`src/rtl/core/swk_pkg.sv`:
```
`timescale 1ns / 1ps
// Package for swerve wheel kinematics: widths, register indexes, CORDIC table.
// No dependencies.
package swk_pkg;

    localparam int WHEELS_DEF       = 4;
    localparam int CORDIC_STEPS_DEF = 16;
    localparam int MAX_STEPS        = 24;
    localparam int VEL_W            = 16;
    localparam int MAG_W            = 18;
    localparam int ANG_W            = 16;
    localparam int CMD_W            = 16;
    localparam int CFG_IDX_W        = 3;
    localparam int CFG_DATA_W       = 32;
    localparam int CW               = 30;   // CORDIC x/y width: 20-bit sum + 8 guard + growth
    localparam int GUARD            = 8;
    localparam logic [MAG_W-1:0] MAG_MAX = 18'h3FFFF;
    localparam logic [31:0] INV_GAIN_Q32 = 32'd2608131496;

    localparam logic [CFG_IDX_W-1:0] REG_MAX_SPEED = 3'd0;
    localparam logic [CFG_IDX_W-1:0] REG_CMD_MAX   = 3'd1;
    localparam logic [CFG_IDX_W-1:0] REG_GEOM0     = 3'd2;
    localparam logic [CFG_IDX_W-1:0] REG_GEOM3     = 3'd5;

    typedef enum logic [2:0] {
        BK_IDLE, BK_SUM, BK_CORDIC, BK_SCALE, BK_DIV, BK_EMIT
    } bk_state_t;

    typedef struct packed {
        logic signed [VEL_W-1:0] vel_x;
        logic signed [VEL_W-1:0] vel_y;
        logic signed [VEL_W-1:0] yaw_rate;
    } cmd_t;

    function automatic logic [31:0] atan_entry(input logic [4:0] i);
        logic [31:0] r;
        case (i)
            5'd0:  r = 32'd536870912;
            5'd1:  r = 32'd316933406;
            5'd2:  r = 32'd167458907;
            5'd3:  r = 32'd85004756;
            5'd4:  r = 32'd42667331;
            5'd5:  r = 32'd21354465;
            5'd6:  r = 32'd10679838;
            5'd7:  r = 32'd5340245;
            5'd8:  r = 32'd2670163;
            5'd9:  r = 32'd1335087;
            5'd10: r = 32'd667544;
            5'd11: r = 32'd333772;
            5'd12: r = 32'd166886;
            5'd13: r = 32'd83443;
            5'd14: r = 32'd41722;
            5'd15: r = 32'd20861;
            5'd16: r = 32'd10430;
            5'd17: r = 32'd5215;
            5'd18: r = 32'd2608;
            5'd19: r = 32'd1304;
            5'd20: r = 32'd652;
            5'd21: r = 32'd326;
            5'd22: r = 32'd163;
            5'd23: r = 32'd81;
            default: r = 32'd0;
        endcase
        return r;
    endfunction

endpackage

```
`src/rtl/core/swk_if.sv`:
```
`timescale 1ns / 1ps
// Valid/ready channel interfaces for commands and wheel results.
// No dependencies.
interface swk_cmd_if;
    logic                     valid;
    logic                     ready;
    logic signed [15:0]       vel_x;
    logic signed [15:0]       vel_y;
    logic signed [15:0]       yaw_rate;
    modport source (output valid, vel_x, vel_y, yaw_rate, input ready);
    modport sink   (input valid, vel_x, vel_y, yaw_rate, output ready);
endinterface


```
`src/rtl/core/swk_front.sv`:
```
`timescale 1ns / 1ps
// Front end: accepts commands into a two-entry queue for the back end.
// Depends on swk_pkg, swk_if.
module swk_front (
    input  logic           clk,
    input  logic           rst_n,
    swk_cmd_if.sink        cmd,
    output logic           q_valid,
    output swk_pkg::cmd_t  q_data,
    input  logic           q_pop
);
    import swk_pkg::*;

    cmd_t       mem_reg [2];
    logic       wr_ptr_reg, rd_ptr_reg;
    logic [1:0] cnt_reg;
    logic       push;

    assign cmd.ready = (cnt_reg != 2'd2);
    assign push      = cmd.valid && cmd.ready;
    assign q_valid   = (cnt_reg != 2'd0);
    assign q_data    = mem_reg[rd_ptr_reg];

    always_ff @(posedge clk)
    begin
        if (push)
        begin
            mem_reg[wr_ptr_reg] <= '{cmd.vel_x, cmd.vel_y, cmd.yaw_rate};
        end
    end

    always_ff @(posedge clk or negedge rst_n)
    begin
        if (!rst_n)
        begin
            wr_ptr_reg <= 1'b0;
            rd_ptr_reg <= 1'b0;
            cnt_reg    <= 2'd0;
        end
        else
        begin
            if (push)
            begin
                wr_ptr_reg <= ~wr_ptr_reg;
            end
            if (q_pop)
            begin
                rd_ptr_reg <= ~rd_ptr_reg;
            end
            cnt_reg <= cnt_reg + {1'b0, push} - {1'b0, q_pop};
        end
    end

endmodule

```
`src/flat_wrapper.sv`:
```
// flat-port wrapper written by rule: the top's interface ports become plain ports
module swk_front_flat import swk_pkg::*;
  (clk, rst_n, q_valid, q_data, q_pop, cmd_valid, cmd_vel_x, cmd_vel_y, cmd_yaw_rate, cmd_ready);
  swk_cmd_if cmd_i ();
  input  logic clk;
  input  logic rst_n;
  output logic q_valid;
  output swk_pkg::cmd_t q_data;
  input  logic q_pop;
  input wire logic [$bits(cmd_i.valid)-1:0] cmd_valid;
  input wire logic [$bits(cmd_i.vel_x)-1:0] cmd_vel_x;
  input wire logic [$bits(cmd_i.vel_y)-1:0] cmd_vel_y;
  input wire logic [$bits(cmd_i.yaw_rate)-1:0] cmd_yaw_rate;
  output wire logic [$bits(cmd_i.ready)-1:0] cmd_ready;
  assign cmd_i.valid = cmd_valid;
  assign cmd_i.vel_x = cmd_vel_x;
  assign cmd_i.vel_y = cmd_vel_y;
  assign cmd_i.yaw_rate = cmd_yaw_rate;
  assign cmd_ready = cmd_i.ready;
  swk_front u_core (.clk(clk), .rst_n(rst_n), .cmd(cmd_i), .q_valid(q_valid), .q_data(q_data), .q_pop(q_pop));
endmodule
```
`config.mk`:
```
export PLATFORM = sky130hd
export DESIGN_NAME = swk_front_flat
export DESIGN_NICKNAME = d
export VERILOG_FILES = /design/src/rtl/core/swk_pkg.sv /design/src/rtl/core/swk_if.sv /design/src/rtl/core/swk_front.sv /design/src/flat_wrapper.sv
export SDC_FILE = /design/constraint.sdc
export NUM_CORES = 1
export LEC_CHECK = 0
export BUFFER_PORTS_ARGS = -buffer_cell sky130_fd_sc_hd__buf_2
export CORE_UTILIZATION = 46
export CTS_BUF_LIST = sky130_fd_sc_hd__clkbuf_8 sky130_fd_sc_hd__clkbuf_16
export DETAILED_ROUTE_END_ITERATION = 16
export GPL_TIMING_DRIVEN = 0
export PLACE_DENSITY = 0.78
export SYNTH_ARGS = -nofsm -noshare
export SYNTH_HDL_FRONTEND = slang
export SYNTH_SLANG_ARGS = --single-unit
```
`constraint.sdc`:
```
create_clock -name clk -period 3.1 [get_ports clk]
set_clock_uncertainty 0.15 [all_clocks]
set_input_delay 0.62 -clock clk [delete_from_list [all_inputs] [get_ports clk]]
set_output_delay 0.62 -clock clk [all_outputs]
set_load 0.01 [all_outputs]
```
=== Word level (Yosys, flattened, before mapping) ===
Memory sizes are Yosys's and may differ from the RTL's.
Index checks and enable logic that the tools add are counted.

* Memory bits (read-only): 0
* Output and inout bits: 50
* Input port bits: 52
* Word-level logic and storage cells: 13
* Bits in latches: 0
* Memories: 1
* Register bits after elaboration: 4
* RAM bits: 96

{| class="wikitable"
|+ Memory list
! memory !! words !! width !! rd ports !! clocked after memory_dff !! write ports !! RTL line !! source
|-
| u_core.mem_reg || 2 || 48 || 1 || 0 || 1 || swk_front.sv:14 || <nowiki>cmd_t mem_reg [2];</nowiki>
|}

* $mul: 0
* $add $sub $neg: 2
* Magnitude comparators: 0
* Mux-type cells: 2
* Eq/ne operators: 1
* Bitwise operators: 2
* Reduce and logical (&&, ||, !) cells: 2
* Div/mod/pow operators: 0
* Shift-type cells: 0

{| class="wikitable"
|+ Operators with widths
! cell !! count
|-
| $add 2x1->2 || 1
|-
| $mux 1 || 2
|-
| $ne 2x2->1 const B || 1
|-
| $not 1->1 || 2
|-
| $reduce_bool 2->1 || 1
|-
| $sub 2x1->2 || 1
|-
| $logic_and 1x1->1 || 1
|}

=== Longest topological paths before layout ===
* Depth after elaboration: 4
* Gate-level depth with buffers: 5
* Mapped depth without buffers: 5

=== Least setup slack after synthesis ===
OpenSTA, ideal clock, no wires.

* Path kind: input port to flip-flop
* Start: input port cmd_valid
* End: memory u_core.mem_reg[0][0] (netlist name), enable pin
* Data arrival time: 2.741 ns
* Library setup time: 0.454 ns
* Stages: 2
* Required time: 2.496 ns
* Setup slack: -0.245 ns
* Path buffers: 0
* Cells stage by stage: nand2_1 nor2_1

* Longest elaborated chain between the ends: 3

{| class="wikitable"
|+ Ends and longest elaborated chain
! element !! RTL line !! source
|-
| start: declaration || flat_wrapper.sv:10 || <nowiki>input wire logic [$bits(cmd_i.valid)-1:0] cmd_valid;</nowiki>
|-
| $logic_and 1x1->1 || swk_front.sv:20 || <nowiki>assign push = cmd.valid && cmd.ready;</nowiki>
|-
| $mux 1 || swk_front.sv:26 || <nowiki>if (push)</nowiki>
|-
| $mux 1 (not written as such) || swk_front.sv:28 || <nowiki>mem_reg[wr_ptr_reg] <= '{cmd.vel_x, cmd.vel_y, cmd.yaw_rate};</nowiki>
|-
| end: declaration || swk_front.sv:14 ||
|}

No other way between the ends.

==> summary.txt <==
Clock network
  – CTS Buf Count: 9
  – CTS clk-pin slew, worst paths: around 0.10 ns
  – CTS sink count: 100
  – Worst skew pair latency: ~0.34 ns
  – Maximum clock insertion buffer count: 2
  – Setup bufs post-CTS: 0
  – CTS tree: done
  – Root Buffer Master: clkbuf_8
  – CTS H-Tree Depth: 3

Drt
  – Via-to-Cell Ratio: ~4.8
  – Starting DRT DRC Count: 60
  – WL final: 5760 um
  – DR DRC count: 0
  – Final antenna-violating net count: 0
  – WL per Instance: about 15 um
  – Vias after detailed routing: 1852
  – Drt pass-1 iters: 4

Floorplan
  – Die area: 8420 sq um
  – Ports: 102
  – Die Wd: 91.8 um
  – Initial core utilization: 0.477
  – Die height: 91.8 um
  – Core area: just under 8000 sq um
  – Row count: 32

Timing
  – Setup_tns: 0 ns
  – Crit path time final: between 2 and 2.5 ns
  – Unrepaired setup endpoints after global routing: false
  – Max Clock Freq: 0.428 GHz
  – Fin. max-slew vios: 0
  – Final Hold Fails: 0
  – Final Setup Violations: 0
  – Max-slew headroom: 0.447
  – Tcrit/Tclk final: 0.754
  – Worst Max-Slew Pin Slew: slightly above 0.8 ns
  – Final setup margin: 0.763 ns
  – Min Hold Slack: ~0.3 ns

Power and ir drop
  – Pwr Total: 4.18 mW
  – Sequential Power Share: 0.462
  – Internal Power: ~3.0 mW
  – Switching power total: 1.20 mW
  – Max VDD drop: roughly 0.00052 V
  – Pwr Density: about 900 nW/um^2
  – Leakage: 1.77 nW
  – Clock power frac: 0.212
  – Switching part of the total: 0.286
  – Logic gate share of total power: 0.327

Worst setup path
  – Crit start category: register
  – Arrival time at the worst endpoint: 1.57 ns
  – Reg-to-reg slack, setup: ~1.1 ns
  – Critical path class: reg2out
  – Critical path required time: approximately 2.3 ns
  – CP max FO: 10
  – Endpoint type of the worst setup path: primary output

Flow run
  – MaxCap Viol Count: 0

Placed design
  – Dpl cells: roughly 370
  – Final RePlAce weighted congestion: around 0.63
  – DP HPWL: 3830 um
  – Setup Slack @ Placement: about 0.81 ns
  – Port bufs: 101

Global route
  – Gr ovfl total: 0
  – Largest net degree at the start of global routing: 28
  – Wire length of the first global-routing pass: 9180 um
  – Antenna violations before repair: 0
  – Global Route Usage Sum: 0.149
  – Number of global-route vias before repair: 1910

Layout
  – Max reg flops: 96
  – Antenna Cells: 0
  – Net count, final: between 300 and 400
  – Area Overhead vs Synth: 24.8%
  – # fillers: 602
  – Fraction of layout cells with a size suffix above 1: 0.608
  – Commonest non-fill, non-tap cell in the layout: buf_2
  – Non-filler cells, final: 388
  – Most frequent cells in the layout: buf_2 (101), edfxtp_1 (96), mux2_2 (38)

Yosys
  – Mapped Cells: between 150 and 200
  – Yosys warns: 0
  – FF+latch count, synth: 100
  – Cell Area, Synth: 3710 sq um
  – Post-synthesis sequential area ratio: 0.805
  – Syn_area_per_cell: around 22 sq um
  – Synth Net Count: 220
  – Yosys cell types: 18

Hold path
  – Min-delay worst type: in2reg

Outcome
  – Status: finished, final reports clean
-- layer usage --
layer | part of all wire | GRT usage | up-vias
met5 | 0 | 0 | -
met2 | 0.53 | 0.255 | 61
met4 | 0.015 | 0.0664 | 0
met1 | 0.41 | 0.176 | 902
li1 | - | - | 882
met3 | 0.047 | 0.0398 | 7
-- worst paths after layout --
kind	start	end	cells past startpoint
setup / recovery	u_core.rd_ptr_reg$_DFFE_PN0P_	q_data[31]	4
hold / removal	cmd_yaw_rate[14]	u_core.mem_reg[1][14]$_DFFE_PP_	1
setup reg to reg	u_core.cnt_reg[0]$_DFF_PN0_	u_core.mem_reg[0][9]$_DFFE_PP_	4
min in group asynchronous	rst_n	u_core.wr_ptr_reg$_DFFE_PN0P_	2
max in group asynchronous	rst_n	u_core.cnt_reg[1]$_DFF_PN0_	2
hold reg to reg	u_core.wr_ptr_reg$_DFFE_PN0P_	u_core.wr_ptr_reg$_DFFE_PN0P_	1
-- power groups by stage --
stage / sequential (mW) / combinational [mW] / clock, mW
floorplan: 1.94 / 0.900 / 0
global placement: 1.96 / 1.33 / 0
detailed placement: 1.97 / 1.40 / 0
CTS: 1.94 / 1.41 / 0.907
global route: 1.96 / 1.49 / 0.961
finish: 1.93 / 1.37 / 0.885
-- synthesized netlist by cell type (all sizes together) --
cell,n,share of area
edfxtp,96,0.78
mux2,48,0.16
buf,5,0.013
dfrtp,4,0.027
nand2,2,0.0020
xnor2,2,0.0047
xor2,2,0.0047
and3,1,0.0017
ha,1,0.0034
inv,1,0.0010
mux2i,1,0.0027
nand2b,1,0.0017
nor2,1,0.0010
nor2b,1,0.0017
or2,1,0.0017
-- logic make-up (layout without fill, tap and decap cells) --
group,after synthesis,in the layout,share of synthesized area
flops,100,100,0.805
mux,49,49,0.159
simple gates,7,7,0.00979
buf+inv,6,125,0.0142
xor+xnor,4,4,0.00945
fa+ha+maj,1,1,0.00337
-- metrics by stage --
stage	utilization	cell area [sq um]
after floorplan	-	3710
after global placement	0.559	4340
after detailed placement	0.567	4400
after CTS	0.596	4630
after global routing	0.596	4630
final	0.596	4630
-- critical path: stages (launching register included) --
cell and delay (ns):
dfrtp_1 0.42, buf_6 0.19, buf_8 0.17, mux2_4 0.30, buf_2 0.14
-- area by class of cell --
type                       count  area (sq um)  area share
inverter                       1          3.75    0.000811
clock buffer                   9           124      0.0268
sequential                   100          2980       0.645
multi-input combinational     61           681       0.147
buffer                         5          48.8      0.0105
timing repair buffer         104           571       0.123
clock inverter                 6          88.8      0.0192
tap                          102           128      0.0276
-- timing repair --
action / CTS / global route
resized for setup: 0 / 0
hold buffers: 1 / 0
hold endpoints to repair: 4 / 0
(Power assumes the default switching activity.)
