--- config.mk ---
export PLATFORM = sky130hd
export DESIGN_NAME = swk_back_flat
export DESIGN_NICKNAME = d
export VERILOG_FILES = /design/src/rtl/core/swk_pkg.sv /design/src/rtl/core/swk_if.sv /design/src/rtl/core/swk_div.sv /design/src/rtl/core/swk_back.sv /design/src/flat_wrapper.sv
export SDC_FILE = /design/constraint.sdc
export NUM_CORES = 2
export LEC_CHECK = 0
export BUFFER_PORTS_ARGS = -buffer_cell sky130_fd_sc_hd__buf_2
export CAP_MARGIN = 20
export CORE_MARGIN = 1.5
export CORE_UTILIZATION = 40
export DETAILED_ROUTE_END_ITERATION = 7
export PLACE_DENSITY = 0.59
export SYNTH_ARGS = -nofsm -noshare
export SYNTH_HDL_FRONTEND = slang
export SYNTH_SLANG_ARGS = --single-unit
--- constraint.sdc ---
create_clock -name clk -period 9.8 [get_ports clk]
set_clock_uncertainty 0.1 [all_clocks]
set_input_delay 0.98 -clock clk [delete_from_list [all_inputs] [get_ports clk]]
set_output_delay 0.98 -clock clk [all_outputs]
set_load 0.005 [all_outputs]
--- src/rtl/core/swk_pkg.sv ---
`timescale 1ns / 1ps
// Package for swerve wheel kinematics: widths, register indexes, CORDIC table.
// No dependencies.
package swk_pkg;

    localparam int WHEELS_DEF       = 4;
    localparam int CORDIC_STEPS_DEF = 16;
    localparam int MAX_STEPS        = 24;
    localparam int VEL_W            = 16;
    localparam int MAG_W            = 18;
    localparam int ANG_W            = 16;
    localparam int CMD_W            = 16;
    localparam int CFG_IDX_W        = 3;
    localparam int CFG_DATA_W       = 32;
    localparam int CW               = 30;   // CORDIC x/y width: 20-bit sum + 8 guard + growth
    localparam int GUARD            = 8;
    localparam logic [MAG_W-1:0] MAG_MAX = 18'h3FFFF;
    localparam logic [31:0] INV_GAIN_Q32 = 32'd2608131496;

    localparam logic [CFG_IDX_W-1:0] REG_MAX_SPEED = 3'd0;
    localparam logic [CFG_IDX_W-1:0] REG_CMD_MAX   = 3'd1;
    localparam logic [CFG_IDX_W-1:0] REG_GEOM0     = 3'd2;
    localparam logic [CFG_IDX_W-1:0] REG_GEOM3     = 3'd5;

    typedef enum logic [2:0] {
        BK_IDLE, BK_SUM, BK_CORDIC, BK_SCALE, BK_DIV, BK_EMIT
    } bk_state_t;

    typedef struct packed {
        logic signed [VEL_W-1:0] vel_x;
        logic signed [VEL_W-1:0] vel_y;
        logic signed [VEL_W-1:0] yaw_rate;
    } cmd_t;

    function automatic logic [31:0] atan_entry(input logic [4:0] i);
        logic [31:0] r;
        case (i)
            5'd0:  r = 32'd536870912;
            5'd1:  r = 32'd316933406;
            5'd2:  r = 32'd167458907;
            5'd3:  r = 32'd85004756;
            5'd4:  r = 32'd42667331;
            5'd5:  r = 32'd21354465;
            5'd6:  r = 32'd10679838;
            5'd7:  r = 32'd5340245;
            5'd8:  r = 32'd2670163;
            5'd9:  r = 32'd1335087;
            5'd10: r = 32'd667544;
            5'd11: r = 32'd333772;
            5'd12: r = 32'd166886;
            5'd13: r = 32'd83443;
            5'd14: r = 32'd41722;
            5'd15: r = 32'd20861;
            5'd16: r = 32'd10430;
            5'd17: r = 32'd5215;
            5'd18: r = 32'd2608;
            5'd19: r = 32'd1304;
            5'd20: r = 32'd652;
            5'd21: r = 32'd326;
            5'd22: r = 32'd163;
            5'd23: r = 32'd81;
            default: r = 32'd0;
        endcase
        return r;
    endfunction

endpackage

--- src/rtl/core/swk_if.sv ---


interface swk_res_if;
    logic                     valid;
    logic                     ready;
    logic [1:0]               wheel_index;
    logic signed [15:0]       steer_angle;
    logic [15:0]              drive_command;
    logic                     last_wheel;
    modport source (output valid, wheel_index, steer_angle, drive_command, last_wheel,
                    input ready);
    modport sink   (input valid, wheel_index, steer_angle, drive_command, last_wheel,
                    output ready);
endinterface

--- src/rtl/core/swk_div.sv ---
`timescale 1ns / 1ps
// Restoring divider, one quotient bit per cycle: 34-bit dividend by 18-bit divisor.
// Depends on swk_pkg.
module swk_div (
    input  logic        clk,
    input  logic        rst_n,
    input  logic        start,
    input  logic [33:0] dividend,
    input  logic [17:0] divisor,
    output logic        done,
    output logic [33:0] quotient
);
    import swk_pkg::*;

    logic [33:0] q_reg;
    logic [18:0] rem_reg;
    logic [17:0] dvs_reg;
    logic [5:0]  cnt_reg;
    logic        busy_reg;
    logic [18:0] trial;
    logic [19:0] diff;

    assign trial    = {rem_reg[17:0], q_reg[33]};
    assign diff     = {1'b0, trial} - {2'b00, dvs_reg};
    assign done     = busy_reg && (cnt_reg == 6'd0);
    assign quotient = q_reg;

    always_ff @(posedge clk or negedge rst_n)
    begin
        if (!rst_n)
        begin
            busy_reg <= 1'b0;
            cnt_reg  <= 6'd0;
        end
        else if (start)
        begin
            busy_reg <= 1'b1;
            cnt_reg  <= 6'd34;
        end
        else if (busy_reg)
        begin
            if (cnt_reg == 6'd0)
            begin
                busy_reg <= 1'b0;
            end
            else
            begin
                cnt_reg <= cnt_reg - 6'd1;
            end
        end
    end

    always_ff @(posedge clk)
    begin
        if (start)
        begin
            q_reg   <= dividend;
            rem_reg <= '0;
            dvs_reg <= divisor;
        end
        else if (busy_reg && cnt_reg != 6'd0)
        begin
            if (!diff[19])
            begin
                rem_reg <= diff[18:0];
                q_reg   <= {q_reg[32:0], 1'b1};
            end
            else
            begin
                rem_reg <= trial;
                q_reg   <= {q_reg[32:0], 1'b0};
            end
        end
    end

endmodule

--- src/rtl/core/swk_back.sv ---
`timescale 1ns / 1ps
// Back end: per-wheel sum, iterative CORDIC, peak tracking, scaled drive commands.
// Depends on swk_pkg, swk_if, swk_div.
module swk_back #(
    parameter int WHEELS       = swk_pkg::WHEELS_DEF,
    parameter int CORDIC_STEPS = swk_pkg::CORDIC_STEPS_DEF
) (
    input  logic                          clk,
    input  logic                          rst_n,
    input  logic                          q_valid,
    input  swk_pkg::cmd_t                 q_data,
    output logic                          q_pop,
    input  logic [swk_pkg::MAG_W-1:0]     max_speed,
    input  logic [swk_pkg::CMD_W-1:0]     cmd_max,
    input  logic [4*32-1:0]               geom,
    swk_res_if.source                     res
);
    import swk_pkg::*;

    localparam int WI_W = (WHEELS > 1) ? $clog2(WHEELS) : 1;

    bk_state_t state_reg, state_next;
    logic [WI_W-1:0]       wheel_reg;
    logic [4:0]            step_reg;
    logic [1:0]            sum_ph_reg;
    logic signed [CW-1:0]  x_reg, y_reg;
    logic [31:0]           acc_reg;
    logic                  zero_reg;
    logic signed [31:0]    prod_reg;
    logic signed [19:0]    sx_reg;
    logic [MAG_W-1:0]      mag_mem [WHEELS];
    logic [ANG_W-1:0]      ang_mem [WHEELS];
    logic [MAG_W-1:0]      peak_reg;
    logic [33:0]           num_reg;
    logic                  div_start;
    logic                  div_go_reg;
    logic                  div_done;
    logic [33:0]           quo;
    logic [MAG_W-1:0]      divisor;
    logic                  out_valid_reg;
    logic [1:0]            out_idx_reg;
    logic [ANG_W-1:0]      out_ang_reg;
    logic [CMD_W-1:0]      out_cmd_reg;
    logic                  out_last_reg;
    logic [63:0]           mag_prod_reg;
    logic                  mag_ph_reg;
    logic                  last_w;

    logic [31:0]           g_word;
    logic signed [15:0]    g_sel;
    logic signed [31:0]    prod;
    logic signed [19:0]    rnd;
    logic signed [CW-1:0]  dx, dy;
    logic [MAG_W-1:0]      mag_sat;
    logic [25:0]           mag_rnd;

    assign last_w  = (wheel_reg == WI_W'(WHEELS - 1));
    assign g_word  = geom[wheel_reg*32 +: 32];
    assign g_sel   = (sum_ph_reg == 2'd0) ? g_word[15:0] : g_word[31:16];
    assign prod    = q_data.yaw_rate * g_sel;
    assign rnd     = 20'((prod_reg + 32'sd4096) >>> 13);
    assign dx      = y_reg >>> step_reg;
    assign dy      = x_reg >>> step_reg;
    assign mag_rnd = 26'((mag_prod_reg + (64'd1 << 39)) >> 40);
    assign mag_sat = (mag_rnd > 26'(MAG_MAX)) ? MAG_MAX : mag_rnd[MAG_W-1:0];
    assign divisor = (peak_reg > max_speed) ? peak_reg
                   : ((max_speed == '0) ? MAG_W'(1) : max_speed);

    // start comes from a register on div_start so num_reg and peak_reg are settled
    swk_div u_div (
        .clk      (clk),
        .rst_n    (rst_n),
        .start    (div_go_reg),
        .dividend (num_reg + 34'(divisor >> 1)),
        .divisor  (divisor),
        .done     (div_done),
        .quotient (quo)
    );

    always_comb
    begin
        state_next = state_reg;
        case (state_reg)
            BK_IDLE:   if (q_valid) state_next = BK_SUM;
            BK_SUM:    if (sum_ph_reg == 2'd3) state_next = BK_CORDIC;
            BK_CORDIC:
            begin
                if (zero_reg || (step_reg == 5'(CORDIC_STEPS - 1)))
                begin
                    state_next = BK_SCALE;
                end
            end
            BK_SCALE:
            begin
                if (mag_ph_reg || zero_reg)
                begin
                    state_next = last_w ? BK_DIV : BK_SUM;
                end
            end
            BK_DIV:    if (div_done) state_next = BK_EMIT;
            BK_EMIT:
            begin
                if (!out_valid_reg || res.ready)
                begin
                    state_next = last_w ? BK_IDLE : BK_DIV;
                end
            end
            default:   state_next = BK_IDLE;
        endcase
    end

    always_comb
    begin
        q_pop     = (state_reg == BK_EMIT) && last_w && (!out_valid_reg || res.ready);
        div_start = (state_reg == BK_SCALE && (mag_ph_reg || zero_reg) && last_w)
                 || (state_reg == BK_EMIT && !last_w && (!out_valid_reg || res.ready));
    end

    assign res.valid         = out_valid_reg;
    assign res.wheel_index   = out_idx_reg;
    assign res.steer_angle   = out_ang_reg;
    assign res.drive_command = out_cmd_reg;
    assign res.last_wheel    = out_last_reg;

    always_ff @(posedge clk or negedge rst_n)
    begin
        if (!rst_n)
        begin
            state_reg     <= BK_IDLE;
            out_valid_reg <= 1'b0;
            peak_reg      <= '0;
            div_go_reg    <= 1'b0;
        end
        else
        begin
            state_reg  <= state_next;
            div_go_reg <= div_start;
            if (state_reg == BK_IDLE && q_valid)
            begin
                peak_reg <= '0;
            end
            else if (state_reg == BK_SCALE && (mag_ph_reg || zero_reg))
            begin
                if (!zero_reg && mag_sat > peak_reg)
                begin
                    peak_reg <= mag_sat;
                end
            end
            if (state_reg == BK_EMIT && (!out_valid_reg || res.ready))
            begin
                out_valid_reg <= 1'b1;
            end
            else if (res.ready)
            begin
                out_valid_reg <= 1'b0;
            end
        end
    end

    always_ff @(posedge clk)
    begin
        case (state_reg)
            BK_IDLE:
            begin
                wheel_reg  <= '0;
                sum_ph_reg <= 2'd0;
            end
            BK_SUM:
            begin
                sum_ph_reg <= sum_ph_reg + 2'd1;
                case (sum_ph_reg)
                    2'd0: prod_reg <= prod;
                    2'd1:
                    begin
                        sx_reg   <= 20'(q_data.vel_x) + rnd;
                        prod_reg <= prod;
                    end
                    2'd2: prod_reg <= 32'(20'(q_data.vel_y) + rnd);
                    default:
                    begin
                        step_reg <= 5'd0;
                        zero_reg <= (sx_reg == '0) && (prod_reg[19:0] == '0);
                        if (sx_reg < 0)
                        begin
                            x_reg   <= CW'(-sx_reg) <<< GUARD;
                            y_reg   <= CW'(-$signed(prod_reg[19:0])) <<< GUARD;
                            acc_reg <= 32'h8000_0000;
                        end
                        else
                        begin
                            x_reg   <= CW'(sx_reg) <<< GUARD;
                            y_reg   <= CW'($signed(prod_reg[19:0])) <<< GUARD;
                            acc_reg <= 32'd0;
                        end
                    end
                endcase
            end
            BK_CORDIC:
            begin
                step_reg   <= step_reg + 5'd1;
                mag_ph_reg <= 1'b0;
                if (!y_reg[CW-1])
                begin
                    x_reg   <= x_reg + dx;
                    y_reg   <= y_reg - dy;
                    acc_reg <= acc_reg + atan_entry(step_reg);
                end
                else
                begin
                    x_reg   <= x_reg - dx;
                    y_reg   <= y_reg + dy;
                    acc_reg <= acc_reg - atan_entry(step_reg);
                end
            end
            BK_SCALE:
            begin
                if (!mag_ph_reg)
                begin
                    mag_prod_reg <= x_reg[CW-1] ? 64'd0
                                  : 64'(x_reg[CW-2:0]) * 64'(INV_GAIN_Q32);
                    mag_ph_reg   <= 1'b1;
                end
                if (mag_ph_reg || zero_reg)
                begin
                    mag_mem[wheel_reg] <= zero_reg ? '0 : mag_sat;
                    ang_mem[wheel_reg] <= zero_reg ? '0 : 16'((acc_reg + 32'h8000) >> 16);
                    sum_ph_reg         <= 2'd0;
                    if (last_w)
                    begin
                        wheel_reg <= '0;
                        if (WHEELS == 1)
                        begin
                            num_reg <= 34'(cmd_max) * 34'(zero_reg ? '0 : mag_sat);
                        end
                        else
                        begin
                            num_reg <= 34'(cmd_max) * 34'(mag_mem[0]);
                        end
                    end
                    else
                    begin
                        wheel_reg <= wheel_reg + WI_W'(1);
                    end
                end
            end
            BK_EMIT:
            begin
                if (!out_valid_reg || res.ready)
                begin
                    out_idx_reg  <= 2'(wheel_reg);
                    out_ang_reg  <= ang_mem[wheel_reg];
                    out_cmd_reg  <= (quo > 34'(cmd_max)) ? cmd_max : quo[CMD_W-1:0];
                    out_last_reg <= last_w;
                    if (!last_w)
                    begin
                        wheel_reg <= wheel_reg + WI_W'(1);
                        num_reg   <= 34'(cmd_max) * 34'(mag_mem[wheel_reg + WI_W'(1)]);
                    end
                end
            end
            default: ;
        endcase
    end

endmodule

--- src/flat_wrapper.sv ---
// flat-port wrapper written by rule: the top's interface ports become plain ports
module swk_back_flat import swk_pkg::*;
#(
    parameter int WHEELS       = swk_pkg::WHEELS_DEF,
    parameter int CORDIC_STEPS = swk_pkg::CORDIC_STEPS_DEF
)
  (clk, rst_n, q_valid, q_data, q_pop, max_speed, cmd_max, geom, res_valid, res_wheel_index, res_steer_angle, res_drive_command, res_last_wheel, res_ready);
  swk_res_if res_i ();
  input  logic clk;
  input  logic rst_n;
  input  logic q_valid;
  input  swk_pkg::cmd_t q_data;
  output logic q_pop;
  input  logic [swk_pkg::MAG_W-1:0] max_speed;
  input  logic [swk_pkg::CMD_W-1:0] cmd_max;
  input  logic [4*32-1:0] geom;
  output wire logic [$bits(res_i.valid)-1:0] res_valid;
  output wire logic [$bits(res_i.wheel_index)-1:0] res_wheel_index;
  output wire logic [$bits(res_i.steer_angle)-1:0] res_steer_angle;
  output wire logic [$bits(res_i.drive_command)-1:0] res_drive_command;
  output wire logic [$bits(res_i.last_wheel)-1:0] res_last_wheel;
  input wire logic [$bits(res_i.ready)-1:0] res_ready;
  assign res_valid = res_i.valid;
  assign res_wheel_index = res_i.wheel_index;
  assign res_steer_angle = res_i.steer_angle;
  assign res_drive_command = res_i.drive_command;
  assign res_last_wheel = res_i.last_wheel;
  assign res_i.ready = res_ready;
  swk_back #(.WHEELS(WHEELS), .CORDIC_STEPS(CORDIC_STEPS)) u_core (.clk(clk), .rst_n(rst_n), .q_valid(q_valid), .q_data(q_data), .q_pop(q_pop), .max_speed(max_speed), .cmd_max(cmd_max), .geom(geom), .res(res_i));
endmodule
## After elaboration in Yosys (flattened, before gate mapping)

Memory sizes are Yosys's and may differ from the RTL's. A register that Yosys moved wholly into a read port is not among the register bits.
Cells that the tools add are included.

- Add/subtract/negate cells: 19
- Multiply operators: 4
- $lt $le $gt $ge: 5
- Eq/ne operators: 20
- Shift operators: 3
- Muxes and demuxes: 68
- Bitwise gates (word level): 2
- Reductions and logical operators: 51

Operators with widths:

| operator | number |
|---|---|
| 2-to-1 mux 32 bit | 7 |
| 2-to-1 mux 34 bit | 6 |
| 2-to-1 mux 30 bit | 6 |
| 2-to-1 mux 18 bit | 8 |
| case mux 32 bit (2 select lines) | 2 |
| indexed part select 128 x 8 -> 32 bit | 1 |
| case mux 30 bit (2 select lines) | 2 |
| multiplier 16 x 18 -> 34 bit | 2 |
| case mux 34 bit (2 select lines) | 1 |
| adder 64 x 40 -> 64 bit (second input constant) | 1 |
| adder 30 bit | 2 |
| >>> shifter 30 x 5 -> 30 bit | 2 |
| subtractor 30 bit | 2 |
| multiplier 29 x 29 -> 58 bit (second input constant) | 1 |
| 2-to-1 mux 16 bit | 3 |
| negator 20 -> 22 bit | 2 |
| adder 16 x 19 -> 20 bit | 2 |
| logical NOT 20 bit | 2 |
| greater-than comparator 18 bit | 2 |
| adder 34 x 17 -> 34 bit | 1 |
| greater-than comparator 34 x 16 -> 1 bit | 1 |
| adder 32 x 14 -> 32 bit (second input constant) | 1 |
| adder 32 x 16 -> 32 bit (second input constant) | 1 |
| adder 32 bit | 1 |
| other kinds (42) | 113 |

- Register bits: 372
- Bits in writable memories: 136
- ROM bits: 1920
- Input port bits: 214
- Output and inout bits: 37
- Logic and storage cells: 201
- Memories: 4

Memory list:

| memory | words | width | read ports | clocked after memory_dff | write ports | RTL line | text |
|---|---|---|---|---|---|---|---|
| (no name shown) | 32 | 30 | 1 | 1 | 0 | swk_pkg.sv:37 | `case (i)` |
| (no name shown) | 32 | 30 | 1 | 1 | 0 | swk_pkg.sv:37 |  |
| u_core.mag_mem | 4 | 18 | 2 | 0 | 1 | swk_back.sv:31 | `logic [MAG_W-1:0] mag_mem [WHEELS];` |
| u_core.ang_mem | 4 | 16 | 1 | 1 | 1 | swk_back.sv:32 | `logic [ANG_W-1:0] ang_mem [WHEELS];` |

## Longest topological paths before layout

- Word-level depth: 8
- Gate-level depth with buffers: 34
- Depth with buffers taken out: 28

## Hierarchy

From an unflattened synthesis, not the netlist that was laid out.

- Cell total of the unflattened synthesis: 8460
- Area, all modules: 81797.2 um2

Modules (own cells, without submodules):

| module | times used | cells an instance | area each (um2) | seq. area each (um2) |
|---|---|---|---|---|
| swk_back | 1 | 8103 | 77732.1 | 12647.1 |
| swk_div | 1 | 357 | 4065.1 | 2097.0 |

## Worst setup path before layout

No wires, ideal clock.

- Path kind: reg2reg
- From: reg u_core.wheel_reg[0]
- To: reg u_core.num_reg[32], data pin
- Setup time: 0.266 ns
- Data arrival time: 9.739 ns
- Required time: 9.434 ns
- Slack: -0.306 ns
- Stages on the path, launching flop included: 34
- Path buffers: 8
- Period minus slack after synthesis: 10.106 ns
- Path through: edfxtp_1 clkbuf_1 buf_1 buf_2 clkbuf_1 buf_1 inv_1 ha_1 clkbuf_1 buf_1 mux4_2 clkbuf_1 nand2_1 fa_1 fa_1 fa_1 inv_1 fa_1 fa_1 inv_1 fa_1 inv_1 ha_1 a21o_1 a21oi_1 nor2b_1 a211oi_1 o21ai_0 o221a_2 a311oi_1 o31a_1 o21ai_0 xnor2_1 mux2i_1

- Longest elaborated chain between the ends: 6

RTL lines:

| item | RTL line | text |
|---|---|---|
| start, declared | swk_back.sv:23 | `logic [WI_W-1:0] wheel_reg;` |
| start signal, assigned | swk_back.sv:242 | `wheel_reg <= wheel_reg + WI_W'(1);` |
| start signal, assigned | swk_back.sv:256 | `wheel_reg <= wheel_reg + WI_W'(1);` |
| adder 2 x 1 -> 2 bit | swk_back.sv:257 | `num_reg <= 34'(cmd_max) * 34'(mag_mem[wheel_reg + WI_W'(1)]);` |
| memory (4 x 18 bit) | -- |  |
| multiplier 16 x 18 -> 34 bit | swk_back.sv:257 |  |
| 2-to-1 mux 34 bit | swk_back.sv:254 | `if (!last_w)` |
| 2-to-1 mux 34 bit | swk_back.sv:248 | `if (!out_valid_reg \|\| res.ready)` |
| case mux 34 bit (2 select lines) | swk_back.sv:162 | `case (state_reg)` |
| end signal, assigned | swk_back.sv:233 | `num_reg <= 34'(cmd_max) * 34'(zero_reg ? '0 : mag_sat);` |
| end signal, assigned | swk_back.sv:237 | `num_reg <= 34'(cmd_max) * 34'(mag_mem[0]);` |
| end signal, assigned | swk_back.sv:257 |  |
| end, declared | swk_back.sv:34 | `logic [33:0] num_reg;` |

Every way passes these cells. The select of a mux whose other input is x is not followed.
A chain may end at the register's enable or synchronous reset.

## Worst setup path after layout

Same ends and word-level chain as after synthesis.

==> reports/results.ini <==
[layout]
layout.cells.non_filler=11200
syn2layout_area_growth_pct=8.03
top_regs=u_core.mag_mem: 72 flops, u_core.ang_mem: 64 flops
num-fill-cells=19500
largest_register_ffs=72
nNetsFinal=10700
largest-register=u_core.mag_mem
final_cell_mix=inv_1, fa_1, ha_1
drive_gt1_share_pct=8.52
final_common_cell=inv_1

[synth]
ys_ff_latch=512
syn_inst=8346
synth_ff_type=edfxtp_1
ys_async_sr_fraction_pct=5.86
avgSynthCellArea_um2=9.72
netlist_area_mm2=0.0811
synth_edf_count=434
yosys_warnings=0
syn-num-nets=10600
yosysUniqueCellTypes=97
synth_seq_area_share_pct=18.2

[clocking]
max-clock-path-buffers=3
ctsResizeCount=0
worst_skew_pair.late_latency_ps=670
clk_pin_slew_worst_paths_ps=60
cts_setup_buffers=0
cts_tree=yes
ctsHoldBuffers=0
htreeDepth=3
numClockSinks=512
cts-buffers-inserted=66
cts_root_buffer=clkbuf_16

[timing]
drv_slew=0
setup_viol=0
fin_crit_sh_pct=90.7
period_needed_ps=8890
timing.fmax_mhz=113
tns_ps=0
slew_headroom_pct=25.2
tightestPinTransition_ps=1120
hold_viol_final=0
rsz0062_at_grt=no

[worst_setup_path]
reg2reg_slack_ps=910
cpMostUsedCell=fa_1
crit_type=reg -> reg
critPathCaptureType=register
crit_arrival_ps=9170
start_kind=register
reg2regPathDepth=26
required_ps=10090
critPathMaxStageDelay_ps=990
worstReg2RegEnd=u_core.num_reg[32]
path_max_fanout=17
reg2reg_from=u_core.wheel_reg[0]
crit_slowest_cell=ha_1

[place]
dp_hpwl_um=187000
dp.cells=11100
port_buffers=250
place.gp.congestion=0.936

[detailed_routing]
drt_iter0_markers=4316
postRouteWirelength_um=234000
via_count=60500
drc=0
dr.pass1.iters=5
post_drt_via_cell_ratio=5.40
postRouteAntennaNets=0
wire_per_inst_um=20.9

[global_routing]
antenna_found_initial=12
grt_start_max_net_pins=81
grt_usage_pct=22.9
grt_pass1_wl_um=363000
first_global_vias=62900
grt_overflow=0

[die]
num_rows=165
die_height_um=453
initial_utilization_pct=40.2
dieArea_mm2=0.205
fp.dieW_um=453
ios=251
fp.coreArea_mm2=0.202

[min_path]
min_path_type=in -> async

[flow_run]
drv_cap=0

[status]
status=completed

-- kinds of logic after synthesis --
| group | share of synthesized area [%] |
|---|---|
| flip-flops | 18.2 |
| buffers and inverters | 8.66 |
| adder cells (fa/ha/maj) | 41.1 |
| XOR/XNOR | 4.37 |
| AND/OR/NAND/NOR | 12.4 |
| AO/OA/AOI/OAI | 9.37 |
| multiplexers | 5.90 |
-- metrics by stage --
| step | hold slack (ps) | setup WS, ps | instance area, µm² | util [%] |
|---|---|---|---|---|
| floorplan | 373 | 137 | 81100 | - |
| global placement | 393 | 1100 | 85400 | 42.3 |
| detailed placement | 403 | 999 | 85400 | 42.3 |
| CTS | 291 | 975 | 87600 | 43.4 |
| global route | 339 | 494 | 87600 | 43.4 |
| finish | 300 | 913 | 87600 | 43.4 |
-- layer usage --
layer  vias up  share of wire, %  track usage [%]
li1      27700                 -                -
met1     30400                42             30.0
met2      1976                48             38.4
met3       405               6.3             3.56
met4         6               3.9             7.94
met5         -             0.016                0
-- worst max-delay path by stage --
stage,startpoint,end,slack (ps),cells after the start
after CTS,u_core.wheel_reg[0],u_core.num_reg[32],970,26
after global placement,u_core.wheel_reg[0],u_core.num_reg[32],1100,26
after detailed placement,u_core.wheel_reg[0],u_core.num_reg[32],1000,26
after global routing,u_core.wheel_reg[0],u_core.num_reg[32],490,26
after floorplan,u_core.wheel_reg[0],u_core.num_reg[32],140,33
final,u_core.wheel_reg[0],u_core.num_reg[32],910,26
-- cell usage after synthesis (90+ instances only) --
master | n | share of area (%)
a21oi_1 | 387 | 2.4
nand3_1 | 90 | 0.56
inv_1 | 1525 | 7.1
mux2i_1 | 119 | 1.5
fa_1 | 1122 | 28
edfxtp_1 | 434 | 16
and2_1 | 320 | 2.5
nor2_1 | 405 | 1.9
clkbuf_1 | 246 | 1.1
a21o_1 | 127 | 1.2
xor2_1 | 153 | 1.7
o21ai_0 | 247 | 1.5
mux4_2 | 123 | 3.4
nor2b_1 | 127 | 0.98
xnor2_1 | 250 | 2.7
ha_1 | 872 | 13
nand2_1 | 768 | 3.6
-- worst max-delay path, delay by kind of cell (launching register included) --
kind / cells / cell delay [ps]
AOI/OAI and AO/OA: 8 / 2340
DFF: 1 / 390
muxes: 2 / 730
buffers and inverters: 5 / 270
xor gates and xnor gates: 1 / 150
adders and majority gates: 8 / 4290
and+or+nand+nor: 2 / 340
-- area by class of cell --
type / instances / area, µm² / share of cell area, %
clock inverters: 29 / 364 / 0.416
flip-flops and latches: 512 / 14700 / 16.8
repair buffers: 370 / 2200 / 2.51
diodes: 3 / 7.51 / 0.00857
inverters: 1531 / 5750 / 6.56
well taps: 2672 / 3340 / 3.82
multi-input cells: 5994 / 59400 / 67.8
clock buffers: 87 / 1780 / 2.03
Power is not shown: default switching activity piles up to over one toggle a cycle in this logic, so the estimate is an artifact.
